[src/rtl/core/clook_pkg.sv]
// clook_pkg: shared types, codes and default sizes for the c-look scheduler
// used by the interface file, the scan cell and the top level; no dependencies

package clook_pkg;

   // default sizes
   localparam int DEF_QUEUE_DEPTH   = 16;
   localparam int DEF_CYLINDER_BITS = 16;

   // fixed field widths of the channels
   localparam int CYL_FIELD_W   = 16;
   localparam int STATUS_W      = 2;
   localparam int TOTAL_W       = 32;
   localparam int PENDING_W     = 5;

   localparam logic [CYL_FIELD_W-1:0] MOVE_MAX = {CYL_FIELD_W{1'b1}};

   // operation codes
   localparam logic OP_ADD   = 1'b0;
   localparam logic OP_SERVE = 1'b1;

   // result status codes
   localparam logic [STATUS_W-1:0] ST_ADDED  = 2'd0;
   localparam logic [STATUS_W-1:0] ST_SERVED = 2'd1;
   localparam logic [STATUS_W-1:0] ST_FULL   = 2'd2;
   localparam logic [STATUS_W-1:0] ST_EMPTY  = 2'd3;

   // control part of the token that walks the cell chain
   typedef struct packed {
      logic active;
      logic op;
      logic placed;
      logic up_found;
      logic low_found;
   } token_ctl_type;

endpackage

[src/rtl/core/clook_if.sv]
// clook_if: valid/ready channel interfaces of the c-look scheduler
// request, response and csr write channels; depends on clook_pkg

interface clook_req_if;
   logic                               valid;
   logic                               ready;
   logic                               operation;
   logic [clook_pkg::CYL_FIELD_W-1:0]  cylinder;

   modport source (output valid, output operation, output cylinder, input ready);
   modport sink   (input valid, input operation, input cylinder, output ready);
endinterface

interface clook_rsp_if;
   logic                               valid;
   logic                               ready;
   logic [clook_pkg::STATUS_W-1:0]     status;
   logic [clook_pkg::CYL_FIELD_W-1:0]  served_cylinder;
   logic [clook_pkg::CYL_FIELD_W-1:0]  movement;
   logic [clook_pkg::TOTAL_W-1:0]      total_movement;
   logic [clook_pkg::PENDING_W-1:0]    pending_count;

   modport source (output valid, output status, output served_cylinder, output movement,
                   output total_movement, output pending_count, input ready);
   modport sink   (input valid, input status, input served_cylinder, input movement,
                   input total_movement, input pending_count, output ready);
endinterface

interface clook_csr_if;
   logic                               valid;
   logic                               ready;
   logic [clook_pkg::CYL_FIELD_W-1:0]  start_head;

   modport source (output valid, output start_head, input ready);
   modport sink   (input valid, input start_head, output ready);
endinterface

[src/rtl/core/clook_disk_request_scheduler.sv]
// clook_disk_request_scheduler: c-look disk request scheduler, top level
// controller, head and travel registers, chain of clook_cell; needs clook_pkg, clook_if
//
// channel  dir  handshake      payload
// req_if   in   valid/ready    operation, cylinder
// rsp_if   out  valid/ready    status, served_cylinder, movement, total_movement,
//                              pending_count
// csr_if   in   valid/ready    start_head (always ready, also loads the head)
//
// each item runs through these steps from its request transfer: the transfer cycle, the
// token walking the cell chain one slot per cycle, capture of the pick at the chain end,
// the calc step that sets the status and, for a serve, the head, and adding the travel and
// loading the response register; a new request is taken only once the controller is back
// in idle after that last step.
// reset (synchronous) empties the table, puts the head at 0 and clears the total.
// a waiting response does not block the next request transfer; only a new result
// waits in the last step until the response register is free.

module clook_disk_request_scheduler #(
   parameter int QUEUE_DEPTH   = clook_pkg::DEF_QUEUE_DEPTH,
   parameter int CYLINDER_BITS = clook_pkg::DEF_CYLINDER_BITS
) (
   input  logic        clock,
   input  logic        reset,
   clook_req_if.sink   req_if,
   clook_rsp_if.source rsp_if,
   clook_csr_if.sink   csr_if
);

   localparam int CYL_W  = CYLINDER_BITS;
   localparam int IDX_W  = $clog2(QUEUE_DEPTH);
   localparam int CNT_W  = $clog2(QUEUE_DEPTH + 1);
   localparam int FLD_W  = clook_pkg::CYL_FIELD_W;
   localparam int WIDE_W = (CYL_W > FLD_W) ? CYL_W : FLD_W;
   localparam int TOT_W  = clook_pkg::TOTAL_W;

   // controller states
   localparam logic [1:0] S_IDLE = 2'd0;
   localparam logic [1:0] S_SCAN = 2'd1;
   localparam logic [1:0] S_CALC = 2'd2;
   localparam logic [1:0] S_OUT  = 2'd3;

   logic [1:0] state_ff, state_in;

   // head and running travel
   logic [CYL_W-1:0] head_ff, head_in;
   logic [TOT_W-1:0] total_ff, total_in;
   logic [CNT_W-1:0] count_ff, count_in;

   // launch register feeding the first cell
   clook_pkg::token_ctl_type launch_ctl_ff, launch_ctl_in;
   logic [CYL_W-1:0]         launch_key_ff, launch_key_in;

   // chain end capture
   logic             op_ff, op_in;
   logic             hit_ff, hit_in;
   logic [CYL_W-1:0] pick_val_ff, pick_val_in;
   logic [IDX_W-1:0] pick_idx_ff, pick_idx_in;

   // result of the calc step
   logic [clook_pkg::STATUS_W-1:0] status_ff, status_in;
   logic [CYL_W-1:0]               delta_ff, delta_in;

   // response register
   logic                           rsp_valid_ff, rsp_valid_in;
   logic [clook_pkg::STATUS_W-1:0] rsp_status_ff, rsp_status_in;
   logic [FLD_W-1:0]               rsp_served_ff, rsp_served_in;
   logic [FLD_W-1:0]               rsp_move_ff, rsp_move_in;
   logic [TOT_W-1:0]               rsp_total_ff, rsp_total_in;
   logic [clook_pkg::PENDING_W-1:0] rsp_pend_ff, rsp_pend_in;

   // cell chain: index 0 is the launch register, index QUEUE_DEPTH the chain end
   clook_pkg::token_ctl_type chain_ctl     [QUEUE_DEPTH+1];
   logic [CYL_W-1:0]         chain_key     [QUEUE_DEPTH+1];
   logic [CYL_W-1:0]         chain_up_val  [QUEUE_DEPTH+1];
   logic [IDX_W-1:0]         chain_up_idx  [QUEUE_DEPTH+1];
   logic [CYL_W-1:0]         chain_low_val [QUEUE_DEPTH+1];
   logic [IDX_W-1:0]         chain_low_idx [QUEUE_DEPTH+1];

   logic             clear_en;
   logic             req_xfer, csr_xfer, rsp_free;
   logic [CYL_W-1:0] req_cyl, csr_head;
   logic [TOT_W:0]   sum_wide;
   logic [WIDE_W-1:0] move_wide;

   assign req_if.ready = (state_ff == S_IDLE);
   assign csr_if.ready = 1'b1;
   assign req_xfer     = req_if.valid && req_if.ready;
   assign csr_xfer     = csr_if.valid && csr_if.ready;
   assign rsp_free     = !rsp_valid_ff || rsp_if.ready;

   // cylinders are masked to CYLINDER_BITS
   assign req_cyl  = CYL_W'(WIDE_W'(req_if.cylinder));
   assign csr_head = CYL_W'(WIDE_W'(csr_if.start_head));

   assign chain_ctl[0]     = launch_ctl_ff;
   assign chain_key[0]     = launch_key_ff;
   assign chain_up_val[0]  = '0;
   assign chain_up_idx[0]  = '0;
   assign chain_low_val[0] = '0;
   assign chain_low_idx[0] = '0;

   // the table: one cell per slot, token moves one slot per cycle
   for (genvar k = 0; k < QUEUE_DEPTH; k++) begin : g_cell
      clook_cell #(
         .CYL_W      (CYL_W),
         .IDX_W      (IDX_W),
         .CELL_INDEX (k)
      ) u_cell (
         .clock       (clock),
         .reset       (reset),
         .ctl_in      (chain_ctl[k]),
         .key_in      (chain_key[k]),
         .up_val_in   (chain_up_val[k]),
         .up_idx_in   (chain_up_idx[k]),
         .low_val_in  (chain_low_val[k]),
         .low_idx_in  (chain_low_idx[k]),
         .clear_en    (clear_en),
         .clear_idx   (pick_idx_ff),
         .ctl_out     (chain_ctl[k+1]),
         .key_out     (chain_key[k+1]),
         .up_val_out  (chain_up_val[k+1]),
         .up_idx_out  (chain_up_idx[k+1]),
         .low_val_out (chain_low_val[k+1]),
         .low_idx_out (chain_low_idx[k+1])
      );
   end

   // served slot is freed in the calc step
   assign clear_en = (state_ff == S_CALC) && (op_ff == clook_pkg::OP_SERVE) && hit_ff;

   always_comb begin
      state_in      = state_ff;
      head_in       = head_ff;
      total_in      = total_ff;
      count_in      = count_ff;
      launch_ctl_in = '0;
      launch_key_in = launch_key_ff;
      op_in         = op_ff;
      hit_in        = hit_ff;
      pick_val_in   = pick_val_ff;
      pick_idx_in   = pick_idx_ff;
      status_in     = status_ff;
      delta_in      = delta_ff;
      rsp_valid_in  = rsp_valid_ff && !rsp_if.ready;
      rsp_status_in = rsp_status_ff;
      rsp_served_in = rsp_served_ff;
      rsp_move_in   = rsp_move_ff;
      rsp_total_in  = rsp_total_ff;
      rsp_pend_in   = rsp_pend_ff;

      // saturating travel sum
      sum_wide  = {1'b0, total_ff} + (TOT_W+1)'(delta_ff);
      move_wide = WIDE_W'(delta_ff);

      case (state_ff)
         S_IDLE: begin
            if (req_xfer) begin
               // add carries the new cylinder, serve carries the head
               launch_ctl_in.active = 1'b1;
               launch_ctl_in.op     = req_if.operation;
               launch_key_in        = (req_if.operation == clook_pkg::OP_ADD) ? req_cyl
                                                                              : head_ff;
               op_in                = req_if.operation;
               state_in             = S_SCAN;
            end
         end
         S_SCAN: begin
            if (chain_ctl[QUEUE_DEPTH].active) begin
               if (op_ff == clook_pkg::OP_ADD) begin
                  hit_in = chain_ctl[QUEUE_DEPTH].placed;
               end else begin
                  hit_in = chain_ctl[QUEUE_DEPTH].low_found;
               end
               // nearest at or above the head, else wrap to the lowest
               if (chain_ctl[QUEUE_DEPTH].up_found) begin
                  pick_val_in = chain_up_val[QUEUE_DEPTH];
                  pick_idx_in = chain_up_idx[QUEUE_DEPTH];
               end else begin
                  pick_val_in = chain_low_val[QUEUE_DEPTH];
                  pick_idx_in = chain_low_idx[QUEUE_DEPTH];
               end
               state_in = S_CALC;
            end
         end
         S_CALC: begin
            delta_in = '0;
            if (op_ff == clook_pkg::OP_ADD) begin
               if (hit_ff) begin
                  status_in = clook_pkg::ST_ADDED;
                  count_in  = count_ff + CNT_W'(1);
               end else begin
                  status_in = clook_pkg::ST_FULL;
               end
            end else if (hit_ff) begin
               status_in = clook_pkg::ST_SERVED;
               delta_in  = (pick_val_ff >= head_ff) ? (pick_val_ff - head_ff)
                                                    : (head_ff - pick_val_ff);
               head_in   = pick_val_ff;
               count_in  = count_ff - CNT_W'(1);
            end else begin
               status_in = clook_pkg::ST_EMPTY;
            end
            state_in = S_OUT;
         end
         S_OUT: begin
            if (rsp_free) begin
               total_in      = sum_wide[TOT_W] ? {TOT_W{1'b1}} : sum_wide[TOT_W-1:0];
               rsp_valid_in  = 1'b1;
               rsp_status_in = status_ff;
               rsp_served_in = (status_ff == clook_pkg::ST_SERVED)
                               ? FLD_W'(WIDE_W'(pick_val_ff)) : '0;
               rsp_move_in   = (move_wide > WIDE_W'(clook_pkg::MOVE_MAX))
                               ? clook_pkg::MOVE_MAX : FLD_W'(move_wide);
               rsp_total_in  = total_in;
               rsp_pend_in   = clook_pkg::PENDING_W'(count_ff);
               state_in      = S_IDLE;
            end
         end
         default: begin
            state_in = S_IDLE;
         end
      endcase

      // csr transfer loads the head directly
      if (csr_xfer) begin
         head_in = csr_head;
      end
   end

   always_ff @(posedge clock) begin
      if (reset) begin
         state_ff      <= S_IDLE;
         head_ff       <= '0;
         total_ff      <= '0;
         count_ff      <= '0;
         launch_ctl_ff <= '0;
         rsp_valid_ff  <= 1'b0;
      end else begin
         state_ff      <= state_in;
         head_ff       <= head_in;
         total_ff      <= total_in;
         count_ff      <= count_in;
         launch_ctl_ff <= launch_ctl_in;
         rsp_valid_ff  <= rsp_valid_in;
      end
      launch_key_ff <= launch_key_in;
      op_ff         <= op_in;
      hit_ff        <= hit_in;
      pick_val_ff   <= pick_val_in;
      pick_idx_ff   <= pick_idx_in;
      status_ff     <= status_in;
      delta_ff      <= delta_in;
      rsp_status_ff <= rsp_status_in;
      rsp_served_ff <= rsp_served_in;
      rsp_move_ff   <= rsp_move_in;
      rsp_total_ff  <= rsp_total_in;
      rsp_pend_ff   <= rsp_pend_in;
   end

   assign rsp_if.valid           = rsp_valid_ff;
   assign rsp_if.status          = rsp_status_ff;
   assign rsp_if.served_cylinder = rsp_served_ff;
   assign rsp_if.movement        = rsp_move_ff;
   assign rsp_if.total_movement  = rsp_total_ff;
   assign rsp_if.pending_count   = rsp_pend_ff;

endmodule

[src/rtl/core/clook_cell.sv]
// clook_cell: one table slot of the scheduler chain (valid bit and cylinder)
// updates the passing token and hands it on; depends on clook_pkg

module clook_cell #(
   parameter int CYL_W      = clook_pkg::DEF_CYLINDER_BITS,
   parameter int IDX_W      = 4,
   parameter int CELL_INDEX = 0
) (
   input  logic                      clock,
   input  logic                      reset,
   input  clook_pkg::token_ctl_type  ctl_in,
   input  logic [CYL_W-1:0]          key_in,
   input  logic [CYL_W-1:0]          up_val_in,
   input  logic [IDX_W-1:0]          up_idx_in,
   input  logic [CYL_W-1:0]          low_val_in,
   input  logic [IDX_W-1:0]          low_idx_in,
   input  logic                      clear_en,
   input  logic [IDX_W-1:0]          clear_idx,
   output clook_pkg::token_ctl_type  ctl_out,
   output logic [CYL_W-1:0]          key_out,
   output logic [CYL_W-1:0]          up_val_out,
   output logic [IDX_W-1:0]          up_idx_out,
   output logic [CYL_W-1:0]          low_val_out,
   output logic [IDX_W-1:0]          low_idx_out
);

   logic                      valid_ff, valid_in;
   logic [CYL_W-1:0]          cyl_ff, cyl_in;
   clook_pkg::token_ctl_type  ctl_ff, ctl_nx_in;
   logic [CYL_W-1:0]          key_ff;
   logic [CYL_W-1:0]          up_val_ff, up_val_nx_in;
   logic [IDX_W-1:0]          up_idx_ff, up_idx_nx_in;
   logic [CYL_W-1:0]          low_val_ff, low_val_nx_in;
   logic [IDX_W-1:0]          low_idx_ff, low_idx_nx_in;

   logic take_write, is_serve, take_up, take_low, my_clear;

   always_comb begin
      take_write = ctl_in.active && (ctl_in.op == clook_pkg::OP_ADD)
                   && !ctl_in.placed && !valid_ff;
      is_serve   = ctl_in.active && (ctl_in.op == clook_pkg::OP_SERVE) && valid_ff;
      // strict compare keeps the lowest slot on equal cylinders
      take_up    = is_serve && (cyl_ff >= key_in)
                   && (!ctl_in.up_found || (cyl_ff < up_val_in));
      take_low   = is_serve && (!ctl_in.low_found || (cyl_ff < low_val_in));
      my_clear   = clear_en && (clear_idx == IDX_W'(CELL_INDEX));

      valid_in = valid_ff;
      cyl_in   = cyl_ff;
      if (take_write) begin
         valid_in = 1'b1;
         cyl_in   = key_in;
      end else if (my_clear) begin
         valid_in = 1'b0;
      end

      ctl_nx_in = ctl_in;
      if (take_write) begin
         ctl_nx_in.placed = 1'b1;
      end
      if (take_up) begin
         ctl_nx_in.up_found = 1'b1;
      end
      if (take_low) begin
         ctl_nx_in.low_found = 1'b1;
      end

      up_val_nx_in  = take_up  ? cyl_ff : up_val_in;
      up_idx_nx_in  = take_up  ? IDX_W'(CELL_INDEX) : up_idx_in;
      low_val_nx_in = take_low ? cyl_ff : low_val_in;
      low_idx_nx_in = take_low ? IDX_W'(CELL_INDEX) : low_idx_in;
   end

   always_ff @(posedge clock) begin
      if (reset) begin
         valid_ff <= 1'b0;
         ctl_ff   <= '0;
      end else begin
         valid_ff <= valid_in;
         ctl_ff   <= ctl_nx_in;
      end
      cyl_ff     <= cyl_in;
      key_ff     <= key_in;
      up_val_ff  <= up_val_nx_in;
      up_idx_ff  <= up_idx_nx_in;
      low_val_ff <= low_val_nx_in;
      low_idx_ff <= low_idx_nx_in;
   end

   assign ctl_out     = ctl_ff;
   assign key_out     = key_ff;
   assign up_val_out  = up_val_ff;
   assign up_idx_out  = up_idx_ff;
   assign low_val_out = low_val_ff;
   assign low_idx_out = low_idx_ff;

endmodule

[src/flat_wrapper.sv]
// flat-port wrapper written by rule: the top's interface ports become plain ports
module clook_disk_request_scheduler_flat 
#(
   parameter int QUEUE_DEPTH   = clook_pkg::DEF_QUEUE_DEPTH,
   parameter int CYLINDER_BITS = clook_pkg::DEF_CYLINDER_BITS
)
  (clock, reset, req_if_valid, req_if_operation, req_if_cylinder, req_if_ready, rsp_if_valid, rsp_if_status, rsp_if_served_cylinder, rsp_if_movement, rsp_if_total_movement, rsp_if_pending_count, rsp_if_ready, csr_if_valid, csr_if_start_head, csr_if_ready);
  clook_req_if req_if_i ();
  clook_rsp_if rsp_if_i ();
  clook_csr_if csr_if_i ();
  input  logic clock;
  input  logic reset;
  input wire logic [$bits(req_if_i.valid)-1:0] req_if_valid;
  input wire logic [$bits(req_if_i.operation)-1:0] req_if_operation;
  input wire logic [$bits(req_if_i.cylinder)-1:0] req_if_cylinder;
  output wire logic [$bits(req_if_i.ready)-1:0] req_if_ready;
  output wire logic [$bits(rsp_if_i.valid)-1:0] rsp_if_valid;
  output wire logic [$bits(rsp_if_i.status)-1:0] rsp_if_status;
  output wire logic [$bits(rsp_if_i.served_cylinder)-1:0] rsp_if_served_cylinder;
  output wire logic [$bits(rsp_if_i.movement)-1:0] rsp_if_movement;
  output wire logic [$bits(rsp_if_i.total_movement)-1:0] rsp_if_total_movement;
  output wire logic [$bits(rsp_if_i.pending_count)-1:0] rsp_if_pending_count;
  input wire logic [$bits(rsp_if_i.ready)-1:0] rsp_if_ready;
  input wire logic [$bits(csr_if_i.valid)-1:0] csr_if_valid;
  input wire logic [$bits(csr_if_i.start_head)-1:0] csr_if_start_head;
  output wire logic [$bits(csr_if_i.ready)-1:0] csr_if_ready;
  assign req_if_i.valid = req_if_valid;
  assign req_if_i.operation = req_if_operation;
  assign req_if_i.cylinder = req_if_cylinder;
  assign req_if_ready = req_if_i.ready;
  assign rsp_if_valid = rsp_if_i.valid;
  assign rsp_if_status = rsp_if_i.status;
  assign rsp_if_served_cylinder = rsp_if_i.served_cylinder;
  assign rsp_if_movement = rsp_if_i.movement;
  assign rsp_if_total_movement = rsp_if_i.total_movement;
  assign rsp_if_pending_count = rsp_if_i.pending_count;
  assign rsp_if_i.ready = rsp_if_ready;
  assign csr_if_i.valid = csr_if_valid;
  assign csr_if_i.start_head = csr_if_start_head;
  assign csr_if_ready = csr_if_i.ready;
  clook_disk_request_scheduler #(.QUEUE_DEPTH(QUEUE_DEPTH), .CYLINDER_BITS(CYLINDER_BITS)) u_core (.clock(clock), .reset(reset), .req_if(req_if_i), .rsp_if(rsp_if_i), .csr_if(csr_if_i));
endmodule
[config.mk]
export PLATFORM = sky130hd
export DESIGN_NAME = clook_disk_request_scheduler_flat
export DESIGN_NICKNAME = d
export VERILOG_FILES = /design/src/rtl/core/clook_pkg.sv /design/src/rtl/core/clook_if.sv /design/src/rtl/core/clook_disk_request_scheduler.sv /design/src/rtl/core/clook_cell.sv /design/src/flat_wrapper.sv
export SDC_FILE = /design/constraint.sdc
export NUM_CORES = 2
export LEC_CHECK = 0
export ABC_AREA = 1
export BUFFER_PORTS_ARGS = -buffer_cell sky130_fd_sc_hd__buf_4
export CORE_MARGIN = 2
export CORE_UTILIZATION = 59
export CTS_BUF_LIST = sky130_fd_sc_hd__clkbuf_4 sky130_fd_sc_hd__clkbuf_8
export DETAILED_ROUTE_END_ITERATION = 7
export PLACE_DENSITY = 0.79
export SYNTH_ARGS = -nofsm -noshare
export SYNTH_HDL_FRONTEND = slang
export SYNTH_SLANG_ARGS = --single-unit
[constraint.sdc]
create_clock -name clock -period 3.3 [get_ports clock]
set_clock_uncertainty 0.15 [all_clocks]
set_input_delay 0.33 -clock clock [delete_from_list [all_inputs] [get_ports clock]]
set_output_delay 0.33 -clock clock [all_outputs]
set_load 0.01 [all_outputs]
# Word level (Yosys, flattened, before mapping)
# Index checks and enable logic that the tools add are counted.
[classes] addsub=5 mul=0 div_mod_pow=0 order_cmp=49 n_eq_ne=22 shift=0 n_mux=135 bitwise=18 n_reduce_logical=277
[ops] operator="$mux 16" count=37
[ops] operator="$lt 16x16->1" count=30
[ops] operator="$ge 16x16->1" count=17
[ops] operator="$logic_and 1x1->1" count=148
[ops] operator="$mux 1" count=85
[ops] operator="$logic_not 1->1" count=63
[ops] operator="$reduce_bool 2->1" count=19
[ops] operator="$add 32x16->33" count=1
[ops] operator="$logic_or 1x1->1" count=33
[ops] operator="$eq 4x4->1 const B" count=8
[ops] operator="$mux 32" count=1
[ops] operator="$sub 16x16->16" count=2
[ops] operator="$not 1->1" count=18
[ops] operator="$eq 4x3->1 const B" count=4
[ops] operator="$gt 16x16->1 const B" count=1
[ops] operator="$lt 16x1->1 const B" count=1
[ops] operator="$mux 5" count=3
[ops] operator="$mux 2" count=7
[ops] operator="$reduce_and 2->1" count=5
[ops] operator="$eq 4x2->1 const B" count=2
[ops] operator="$pmux 2 s4" count=1
[ops] operator="$reduce_and 3->1" count=2
[ops] operator="$add 5x1->5 const B" count=1
[ops] operator="$sub 5x1->5 const B" count=1
[ops] operator="other kinds (11)" count=16
[totals] regBits=1386 latch_bits=0 mem_bits_rw=0 romBits=0 in_bits=38 output_inout_bits=74 elab_cells=713 n_memories=0

# Longest topological paths before layout
[depth] ltp_word=6 depth_mapped=15 mapped_depth_nobuf=14

# By module
# From an unflattened synthesis, not the netlist that was laid out.
[unflattened] hier_cells=7924 hier_area_um2=68119.1
[modules_own_cells] module="clook_cell at u_core.g_cell[10].u_cell ..." instances=4 cells_each=416 area_per_inst_um2=3602.2 seq_area_each_um2=1721.7
[modules_own_cells] module="clook_disk_request_scheduler" instances=1 cells_each=1282 area_per_inst_um2=10756.6 seq_area_each_um2=4974.8
[modules_own_cells] module="clook_cell at u_core.g_cell[1].u_cell ..." instances=2 cells_each=416 area_per_inst_um2=3582.2 seq_area_each_um2=1721.7
[modules_own_cells] module="clook_cell at u_core.g_cell[4].u_cell ..." instances=2 cells_each=415 area_per_inst_um2=3580.9 seq_area_each_um2=1721.7
[modules_own_cells] module="clook_cell at u_core.g_cell[13].u_cell ..." instances=2 cells_each=414 area_per_inst_um2=3549.7 seq_area_each_um2=1721.7
[modules_own_cells] module="clook_cell at u_core.g_cell[11].u_cell ..." instances=2 cells_each=413 area_per_inst_um2=3544.6 seq_area_each_um2=1721.7
[modules_own_cells] module="clook_cell at u_core.g_cell[0].u_cell" instances=1 cells_each=414 area_per_inst_um2=3624.7 seq_area_each_um2=1721.7
[modules_own_cells] module="clook_cell at u_core.g_cell[15].u_cell" instances=1 cells_each=418 area_per_inst_um2=3619.7 seq_area_each_um2=1721.7
[modules_own_cells] module="clook_cell at u_core.g_cell[12].u_cell" instances=1 cells_each=415 area_per_inst_um2=3598.5 seq_area_each_um2=1721.7
[modules_own_cells] module="clook_cell at u_core.g_cell[3].u_cell" instances=1 cells_each=415 area_per_inst_um2=3595.9 seq_area_each_um2=1721.7

# Worst setup path after synthesis
# OpenSTA, ideal clock, no wires.
[synth_path] path_type="flip-flop to flip-flop" from="reg u_core.state_ff[0]" to="reg u_core.total_ff[29]" setup_ns=0.113 arrival_ns=3.191 required_ns=3.037 path_slack_ns=-0.153 path_stages_with_launch=8 path_buffers=1 period_less_slack_ns=3.453 path_cell_list="dfxtp_1 > ha_1 > nand2_1 > inv_2 > buf_1 > nand4_1 > nand2_1 > inv_1"
[synth_between] elab_chain_cells=2
[synth_rtl] item="from (decl)" line_no="clook_disk_request_scheduler.sv:43" source="logic [1:0] state_ff, state_in;"
[synth_rtl] item="from (signal assigned)" line_no="clook_disk_request_scheduler.sv:240" source="state_ff <= state_in;"
[synth_rtl] item="$eq 2x2->1" line_no="clook_disk_request_scheduler.sv:156" source="case (state_ff)"
[synth_rtl] item="$reduce_and 2->1 (no source line)"
[synth_rtl] item="to (signal assigned)" line_no="clook_disk_request_scheduler.sv:242" source="total_ff <= total_in;"
[synth_rtl] item="to (decl)" line_no="clook_disk_request_scheduler.sv:47" source="logic [TOT_W-1:0] total_ff, total_in;"
# No other way between the ends.
# A chain may end at the register's enable or synchronous reset.

# Final worst setup path
[layout_path] from="reg u_core.state_ff[0]" to="reg u_core.head_ff[6]"
[layout_between] elab_chain_cells=3
[layout_rtl] item="$eq 2x2->1" line_no="clook_disk_request_scheduler.sv:156"
[layout_rtl] item="$reduce_bool 2->1 (no source line)"
[layout_rtl] item="$reduce_and 3->1 (no source line)"
[layout_rtl] item="to (signal assigned)" line_no="clook_disk_request_scheduler.sv:241" source="head_ff <= head_in;"
[layout_rtl] item="to (decl)" line_no="clook_disk_request_scheduler.sv:46" source="logic [CYL_W-1:0] head_ff, head_in;"
# No other way between the ends.

==> results list <==
- The flow ran to the end, and the final reports show no timing, DRC or antenna violations.
- Cell with the largest stage delay on the worst path: dlygate4sd3_1
* Largest family of logic cells by synthesized area: simple AND/OR/NAND/NOR gates
- Top-area cell type share of the netlist area: 31.2%
- Synthesized-area fraction occupied by ao, oa, aoi and oai cells: 6.64%
- The number of global-route vias before repair was 50200.
- Area post-placement: 0.0667 mm²
- Layout cells sized above 1: 9.36%
* M1 wire length: 67600 µm
- The number of failing hold endpoints at the final stage came to 0.
- Overall overflow remaining after global route: 0
- In this run the static leakage power is 33.1 nW.
- Leaving out fill and tap cells, the most frequent cell in the layout is nand2_1.
- Actual slew at the worst max-slew pin: 1.08 ns
- The number of antenna violations at the first check in global routing is 4.
- For this design the top-level I/O count stands at 112.
* Part of the cycle the worst path needs: 97.6%
- The clock passes through at most 3 buffers.
* WP data arrival: 3.94 ns
- Portion of netlist area occupied by mux cells: 0.350%
- Drt wl/cell: 17.7 µm
* Yosys top cell by area: dfxtp_1
- Register area share after synthesis: 49.1%
- Detailed-placement wirelength estimate: 126000 µm
- In the detailed route, the total length drawn on met2 is 80000 µm.
* Pin count of the biggest net entering global routing: 115
* PD cells: 558 mW/mm²
- In the global route stage, overall resource usage came out at 29.3%.
- Setup violations remaining at the end of the flow were counted as 0.
- Detailed routing placed a total of 11400 µm of wire on met3.
- Number of violations of the max-capacitance limit: 0
- Pins Over Slew Limit: 0
- Largest stage delay on the critical path: 0.59 ns
* Biggest fanout along the worst timing path: 9
- For this block, the via count after detailed routing is 51300.
- Crit path required time: 4.02 ns
- Synth Register Bits: 1386
- The detail route stage leaves a number of antenna-violating nets equal to 0.
* Wire length of the first global-routing pass: 261000 µm
- Hold/Removal Path Class: primary input to flop
- Count of port buffers added during placement: 110
* Wirelength, routed: 166000 µm
- The synthesized netlist devotes 14.9% of its cell area to adder and majority cells.
- In this run the number of H-tree levels came out at 4.
- Number of cell rows: 121
- The worst pin sits at a relative slew slack of 27.7%.
- Critical path capture point type: flop
- Core box area: 0.109 mm²
- The worst setup path is launched from a flop.
- Routability-driven placement finished with a final weighted congestion of 0.997.
- TritonCTS created 210 clock buffers.
* Average via count per standard cell: 5.49
- Yosys mapped the design onto 51 distinct sky130hd cell types.
* Clock tree sinks: 1386
* Path type of the worst setup path: flop to flop
- TritonCTS clock tree: done
- Yosys warns: 0
* Worst setup path startpoint: u_core.state_ff[0]$_SDFFE_PP0P_
- The signal on the critical path passes through inv_1, ha_1, nand2_1, nor2_1, inv_2, nor3_1, a21oi_1, dlygate4sd3_1, a21oi_1, dlygate4sd3_1.
- Peak supply drop: 485 µV
* Drt first-iter violations: 4770
- Total die area: 0.112 mm²
- In the final timing run, aggregate negative setup slack is 0 ns.
- Xor-xnor portion of the synthesized cell area: 0.463%
* Area Overhead vs Synth: 12.4%
* Post-synthesis simple-gate area fraction: 20.4%
* Clock latency reported for the late side of the worst-skew pair: 0.93 ns
- Initial DRT Pass Iterations: 6
- The cell area that synthesis handed to floorplanning was 0.0643 mm².
- Counting I/O delays and the setup requirement, the final critical path takes 3.22 ns.
- The detailed router used layers up to and including met4.
* Worst-path clk slew: 0.07 ns
* Leading post-synthesis cells by cell area: dfxtp_1 (31%), edfxtp_1 (18%), ha_1 (15%)
- Cell area after layout: 0.0723 mm²
* Die boundary height: 334 µm
* Share of async-settable or async-resettable flops after synthesis: 0%
- Count of nets after finishing: 8544
* Number of setup buffers added after CTS: 0
- Width of the die: 334 µm
- Count of mapped cells out of synthesis: 7437
- Number of remaining DRC errors: 0
- Leaving out fill and tap cells, the most frequent cells in the layout are nand2_1 (1866), inv_1 (1136), dfxtp_1 (1003).
* Syn Area/Cell: 8.65 µm²
* Number of enable flip-flop cells after synthesis: 383
- The number of nets handed over by synthesis was 8239.
- CTS root buffer: clkbuf_8
- Most used flip-flop cell after synthesis: dfxtp_1
- The worst hold path begins at req_if_cylinder[15].
- The initial utilization of the core area, before any placement, comes to 59.3%.
- Top achievable clock speed: 311 MHz
- In this run the critical register-to-register path is launched from u_core.state_ff[0]$_SDFFE_PP0P_.
- Unrepaired setup endpoints after global routing: no
## logic make-up (layout without fill, tap and decap cells)
family | Yosys count | in the layout
compound gates | 795 | 795
fa+ha+maj | 764 | 764
flops | 1386 | 1386
buf+inv | 1322 | 1816
simple gates | 3115 | 3115
other cells | 1 | 4
xor+xnor | 34 | 34
mux | 20 | 20
## state kept, by name, indices dropped and copies added (netlist names), 32 cells and up
signal / flops
u_core.g_cell.u_cell.cyl_ff: 256
u_core.g_cell.u_cell.ctl_out: 79
u_core.g_cell.u_cell.up_val_out: 256
u_core.rsp_if.total_movement: 32
u_core.g_cell.u_cell.key_out: 240
u_core.total_ff: 32
u_core.g_cell.u_cell.low_val_out: 256
u_core.g_cell.u_cell.up_idx_out: 49
u_core.g_cell.u_cell.low_idx_out: 49
## layout make-up
type                            instances  area (µm²)
Tap cell                             1414        1770
Timing Repair Buffer                  247        2060
Antenna cell                            3        7.51
Sequential cell                      1386       31600
Fill cell                            8381       36200
Clock buffer                          343        4230
Clock inverter                         58         693
Multi-Input combinational cell       4729       27600
Inverter                             1168        4390
## worst max-delay path, delay by kind of cell (launching register included)
| kind | cells | cell delay, ns |
|---|---|---|
| buf+inv | 4 | 1.46 |
| flops | 1 | 0.33 |
| compound gates | 2 | 0.27 |
| simple gates | 3 | 0.70 |
| fa+ha+maj | 1 | 0.31 |
## through the flow
stage                     utilization [%]  hold slack [ns]  std cells  worst slack, ns  power [mW]
after global placement               61.5            0.208       8877            0.552        24.4
after CTS                            66.6            0.122       9345            0.251        40.5
after detailed placement             61.5            0.210       8877            0.498        24.6
after floorplan                         -            0.197       7437           0.0849        22.8
final                                66.6            0.188       9348           0.0797        40.4
after global routing                 66.6            0.176       9348          0.00649        42.0
## repair_timing
| action | 4_1_cts | 5_1_grt |
|---|---|---|
| hold buffers | 67 | 0 |
| resized for setup | 0 | 1 |
| endpoints found under the hold margin | 149 | 0 |
| endpoints found under the setup margin | 0 | 4 |
## final timing paths
check	end	slack [ns]	depth (start not counted)
max	u_core.head_ff[6]$_SDFFE_PP0P_	0.08	10
min	u_core.launch_key_ff[15]$_DFFE_PP_	0.19	4
max reg2reg	u_core.head_ff[6]$_SDFFE_PP0P_	0.08	10
min reg2reg	u_core.g_cell[14].u_cell.key_out[12]$_DFF_P_	0.20	0
## report_power, final
part | internal [mW] | switching [mW]
Clock | 9.17 | 6.73
Combinational | 1.66 | 2.86
Sequential | 18.9 | 1.05
## cell usage after synthesis, drive strengths merged, types with 20 or more instances
library cell	count
o21a	44
xor2	28
ha	760
inv	1162
nand3	628
buf	103
clkbuf	51
edfxtp	383
dfxtp	1003
nor2	412
nor3	42
nor4	27
a211oi	20
mux2	20
o21ai	212
a21oi	482
nand2	1943
nand4	51
## layer usage
metal,global-route usage (%),up-vias
met1,36.7,24000
met5,0,-
met3,4.49,499
met2,50.2,2072
li1,-,24700
met4,12.7,0
No activity file was read; power rests on OpenSTA's default activity.
